**src/hdl/assert_macros.svh**
```systemverilog
// ----------------------------------------------------------------------------
// assert_macros.svh
// Concurrent assertion helpers, clocked on clk and disabled during reset.
// ----------------------------------------------------------------------------
`ifndef ASSERT_MACROS_SVH
`define ASSERT_MACROS_SVH

// Consequent must hold in the same cycle as the antecedent.
`define BBVN_ASSERT_NOW(label, ante, cons) \
	label: assert property (@(posedge clk) disable iff (!arst_n) (ante) |-> (cons)) \
		else $error("assertion failed");

// Consequent must hold in the cycle after the antecedent.
`define BBVN_ASSERT_NEXT(label, ante, cons) \
	label: assert property (@(posedge clk) disable iff (!arst_n) (ante) |=> (cons)) \
		else $error("assertion failed");

`endif

```
**src/hdl/bbvn_pkg.sv**
```systemverilog
// ----------------------------------------------------------------------------
// bbvn_pkg
// Shared types and constants of the bounding box vertex normalizer.
// ----------------------------------------------------------------------------
package bbvn_pkg;

	localparam int unsigned MaxVerticesDefault = 64;
	localparam int unsigned SideW = 31;
	localparam int unsigned DivSteps = 32;
	localparam logic [SideW-1:0] SideReset = 31'd131072;

	typedef logic signed [31:0] coord_t;
	typedef logic [31:0] mag_t;

	// One vertex handed from the front to the back: offsets from the minimum,
	// axis ranges, flat flags and the end-of-run mark.
	typedef struct packed {
		mag_t [2:0] delta;
		mag_t [2:0] range;
		logic [2:0] flat;
		logic       last;
	} job_t;

	typedef enum logic [1:0] {FR_LOAD, FR_READ, FR_PUSH} front_state_t;
	typedef enum logic [2:0] {BK_IDLE, BK_MUL, BK_ADD, BK_DIV, BK_DONE} back_state_t;

endpackage

```
**src/hdl/bbvn_fifo.sv**
```systemverilog
// ----------------------------------------------------------------------------
// bbvn_fifo
// Two-entry queue of vertex jobs between the front and the back.
// ----------------------------------------------------------------------------
module bbvn_fifo (
	input  logic           clk,
	input  logic           arst_n,
	input  logic           wr_valid,
	output logic           wr_ready,
	input  bbvn_pkg::job_t wr_data,
	output logic           rd_valid,
	input  logic           rd_ready,
	output bbvn_pkg::job_t rd_data
);
	import bbvn_pkg::*;

	job_t entry_q [2];
	logic wr_ptr_q, rd_ptr_q;
	logic [1:0] fill_q;
	logic push, pop;

	assign wr_ready = (fill_q != 2'd2);
	assign rd_valid = (fill_q != 2'd0);
	assign push = wr_valid && wr_ready;
	assign pop = rd_valid && rd_ready;
	assign rd_data = entry_q[rd_ptr_q];

	always_ff @(posedge clk) begin
		if (push) begin
			entry_q[wr_ptr_q] <= wr_data;
		end
	end

	always_ff @(posedge clk or negedge arst_n) begin
		if (!arst_n) begin
			wr_ptr_q <= 1'b0;
			rd_ptr_q <= 1'b0;
			fill_q <= 2'd0;
		end else begin
			if (push) begin
				wr_ptr_q <= ~wr_ptr_q;
			end
			if (pop) begin
				rd_ptr_q <= ~rd_ptr_q;
			end
			fill_q <= fill_q + {1'b0, push} - {1'b0, pop};
		end
	end

endmodule

```
**config.mk**
```make
export PLATFORM = sky130hd
export DESIGN_NAME = bbvn_fifo
export DESIGN_NICKNAME = d
export VERILOG_FILES = /design/src/hdl/assert_macros.svh /design/src/hdl/bbvn_pkg.sv /design/src/hdl/bbvn_fifo.sv
export SDC_FILE = /design/constraint.sdc
export NUM_CORES = 1
export LEC_CHECK = 0
export ABC_AREA = 1
export BUFFER_PORTS_ARGS = -buffer_cell sky130_fd_sc_hd__buf_2
export CELL_PAD_IN_SITES_DETAIL_PLACEMENT = 0
export CELL_PAD_IN_SITES_GLOBAL_PLACEMENT = 2
export CORE_MARGIN = 4
export CORE_UTILIZATION = 37
export DETAILED_ROUTE_END_ITERATION = 8
export PLACE_DENSITY_LB_ADDON = 0.1
export SYNTH_ARGS = -nofsm -noshare
export SYNTH_HDL_FRONTEND = slang
export SYNTH_SLANG_ARGS = --single-unit
```
**constraint.sdc**
```tcl
create_clock -name clk -period 28.6 [get_ports clk]
set_clock_uncertainty 0.05 [all_clocks]
set_input_delay 0 -clock clk [delete_from_list [all_inputs] [get_ports clk]]
set_output_delay 0 -clock clk [all_outputs]
set_load 0.02 [all_outputs]
```
* After elaboration in Yosys (flattened, before gate mapping) *
Memories as Yosys holds them, arrays and structs flattened.
Index checks and enable logic that the tools add are counted.

cells by class
  reduce and logical (&&, ||, !) cells = 3
  muxes and demuxes = 2
  add/sub/neg operators = 2
  equal/unequal tests = 1
  bitwise gates (word level) = 2

operators with widths
  operator                                     number
  2-bit by 1-bit adder with 2-bit output       1
  1-bit logical AND                            2
  1-bit 2-to-1 mux                             2
  2-bit != test, second input constant         1
  1-bit inverter                               2
  2-bit nonzero test                           1
  2-bit by 1-bit subtractor with 2-bit output  1

word-level totals
  word-level logic and storage cells = 14
  memory bits (writable) = 392
  flip-flop bits (word level) = 4
  output and inout port bits = 198
  input port bits = 200
  memories kept = 1

memories
  memory   words  bits a word  rd ports  clocked after Yosys merged registers in  write ports  line             source
  entry_q  2      196          1         0                                        1            bbvn_fifo.sv:17  job_t entry_q [2];

* Logic depth before layout (Yosys ltp) *
  depth after elaboration = 4
  mapped depth = 10
  depth with buffers taken out = 10

* Worst setup path before layout *
No wires, ideal clock.

  kind = register to register
  from = register fill_q[1]
  to = memory entry_q[1][0] (netlist bit) (enable)
  path buffers = 0
  cell stages (with the launch flop) = 4
  path slack = 18.955 ns
  arrival time = 8.839 ns
  setup time = 0.756 ns
  path through = dfrtp_1 > nand2_1 > nand2_1 > nor2_1

between the ends
  cells in the longest elaborated chain, start to end = 4

ends and longest elaborated chain
  what                                    line             source
  start: declaration                      bbvn_fifo.sv:19  logic [1:0] fill_q;
  start signal: assignment                bbvn_fifo.sv:46  fill_q <= fill_q + {1'b0, push} - {1'b0, pop};
  2-bit != test                           bbvn_fifo.sv:22  assign wr_ready = (fill_q != 2'd2);
  via wr_ready                            bbvn_fifo.sv:9   output logic wr_ready,
  1-bit logical AND                       bbvn_fifo.sv:24  assign push = wr_valid && wr_ready;
  1-bit 2-to-1 mux                        bbvn_fifo.sv:29  if (push) begin
  1-bit 2-to-1 mux (not written as such)  bbvn_fifo.sv:30  entry_q[wr_ptr_q] <= wr_data;
  end: declaration                        bbvn_fifo.sv:17

The timed path passes the listed nets, and every way through them passes these cells.

==> metrics.cfg <==
[pwr]
pwr_density_cell_nw_per_um2=103
switching_share_pct=37.4
p_leak_nw=8.65
clockPowerShare_pct=25.3
switchingPower_mw=0.782
p_int_mw=1.31
p_seq_share_pct=39.4
report.power.total_mw=2.09
combPwrFrac_pct=35.3
ir_worst_vdd_mv=0.0600

[worst_setup_path]
crit_required_ps=28550
cpPeakStageDelay_ps=960
crit_slowest_cell=buf_4
worstPathArrival_ps=3270
crit_chain=inv_6 > buf_4 > nand2_1 > nand2_1 > buf_2
cp_max_fo=102
path_depth=5
crit_family=buffers and inverters
worstSetupPathType=reg2out
start_kind=flip-flop
crit_buf_inv=3
crit_top_cell=nand2_1
reg2reg_depth=5
cp-end-kind=output port
reg2reg_setup_slack_ps=25430

[sta]
tns_ps=0
drv_slew=0
worst_slack_ps=25280
tightest_slew_ps=1130
fin_crit_ps=3320
max_freq_mhz=301
rsz0062_at_grt=no
finalHoldViolCount=0
slew_headroom_pct=24.8
setup-violations-final=0
min_period_over_period_pct=11.6

[grt]
grt_pass1_vias=9496
antenna_found_initial=7
grt_pass1_wl_um=54500
grt-ovfl-total=0
grtUsageTotal_pct=16.9
grt_max_degree=137

[cells_and_area]
ff_latch_area_sq_um=11900
drive_gt1_share_pct=27.5
final_nets=1864
multi_input_area_sq_um=2310
layout-area-overhead-vs-synth_pct=40.0
fillers=3389
final_util_pct=52.5

[yosys]
ys_top_cells_by_area=edfxtp_1, nand2_1, buf_2
synth_top_family_by_area=simple AND/OR/NAND/NOR gates
synth_cells=1055
synth-edff-count=392
yosysUniqueCellTypes=11
yosysMostFrequentCell=nand2_1
synth_flop_cell=edfxtp_1
syn_nets=1257
synth_fa_ha_area_share_pct=0.173
synthMuxAreaShare_pct=0
ys_warn_count=0
syn_avg_cell_area_sq_um=13.7
yosys.area.top_type_share_pct=81.3
syn-cell-area_sq_um=14500
synth-xor-area-share_pct=0
synth_top_area_cell=edfxtp_1
netlist_top_cells_count=nand2_1, edfxtp_1, buf_2
ys_seq_area_share_pct=82.0
synth_compound_area_share_pct=0
synthSimpleGateAreaFrac_pct=15.7
ys_ff_latch=396
async_flop_share_pct=1.01

[detailed_routing]
drc=0
ant_nets=0
drt-total-wl_um=37100
vias=9639
wl_per_cell_um=16.8
dr.pass1.iters=4
first_iter_violations=484
vias_per_cell=4.35

[clocking]
cts-buffers-inserted=44
cts_buffer_depth=3
clkLatencyLatePin_ps=540
cts_sinks=396
clk_pin_slew_ps=50
cts-root-buf=clkbuf_16
tritoncts=done
htree_levels=2

[hold_path]
hold_class=in2reg
hold_depth=2

[status]
status=finished clean

[floorplan]
initial_core_util_pct=37.5
die_h_um=206
die_area_sq_um=42400
dieWidth_um=206
coreArea_sq_um=38600
rows=72
pin_count=398

[placement]
dpl.hpwl_um=22700
pre_cts_slack_ps=25350
port_buffers=397
place_congestion=0.722

[run]
cap_viol_max_count=0

## repair_timing
action,4_1_cts,5_1_grt
hold endpoints to repair,409,0
setup buffers,0,0
hold buffers,200,0
setup endpoints to repair,0,0
gates resized for setup,0,0
## layer usage
metal	routed length (um)	vias up	share of wire, %	track usage (%)
li1	-	4786	-	-
met1	15600	4525	42	21.8
met2	17900	273	48	27.7
met3	2760	53	7.4	4.86
met4	892	2	2.4	5.85
met5	8	-	0.022	0
## through the flow
stage | hold WS [ps] | instance area, sq um | cells
floorplan | -346 | 14500 | 1055
global route | 101 | 20300 | 2215
finish | 126 | 20300 | 2215
CTS | 82.6 | 20300 | 2208
detailed placement | -230 | 16900 | 1934
global placement | -233 | 16900 | 1934
## power by group through the flow
stage	sequential (mW)	combinational [mW]	clock (mW)
floorplan	0.859	0.465	0
global placement	0.834	0.733	0
detailed placement	0.837	0.733	0
CTS	0.826	0.758	0.546
global route	0.836	0.809	0.571
finish	0.824	0.737	0.529
## area by class of cell
cell class | instances | share of cell area [%]
clock inverters | 16 | 0.753
multi-input cells | 607 | 11.4
clock buffers | 58 | 5.84
repair buffers | 604 | 19.9
inverters | 9 | 0.228
well taps | 518 | 3.20
diodes | 7 | 0.0864
flip-flops and latches | 396 | 58.6
## logic make-up (layout without fill, tap and decap cells)
group / after synthesis / in the layout
fa+ha+maj: 2 / 2
buf+inv: 52 / 687
flops: 396 / 396
other cells: 0 / 7
simple gates: 605 / 605
## state kept, by name (all words and copies together) (netlist names)
| name | count |
|---|---|
| entry_q | 392 |
| rd_ptr_q | 1 |
| fill_q | 2 |
| wr_ptr_q | 1 |
## worst paths after layout
| path | start | to |
|---|---|---|
| setup / recovery | rd_ptr_q | rd_data[77] |
| hold / removal | wr_data[4] | entry_q[1][4] |
| setup reg to reg | fill_q[1] | entry_q[1][123] |
| hold reg to reg | wr_ptr_q | wr_ptr_q |
| max in group asynchronous | arst_n | rd_ptr_q |
| min in group asynchronous | arst_n | wr_ptr_q |
## layout by cell type (no fill, tap or decap), types with 7 or more instances in the layout
cell and instances:
nand2_1 601, buf_2 397, edfxtp_1 392, dlygate4sd3_1 200, clkbuf_16 45, clkbuf_1 12, diode_2 7, inv_1 7
clkinv_2 7, buf_4 7
Power figures use the tool's default switching activity.
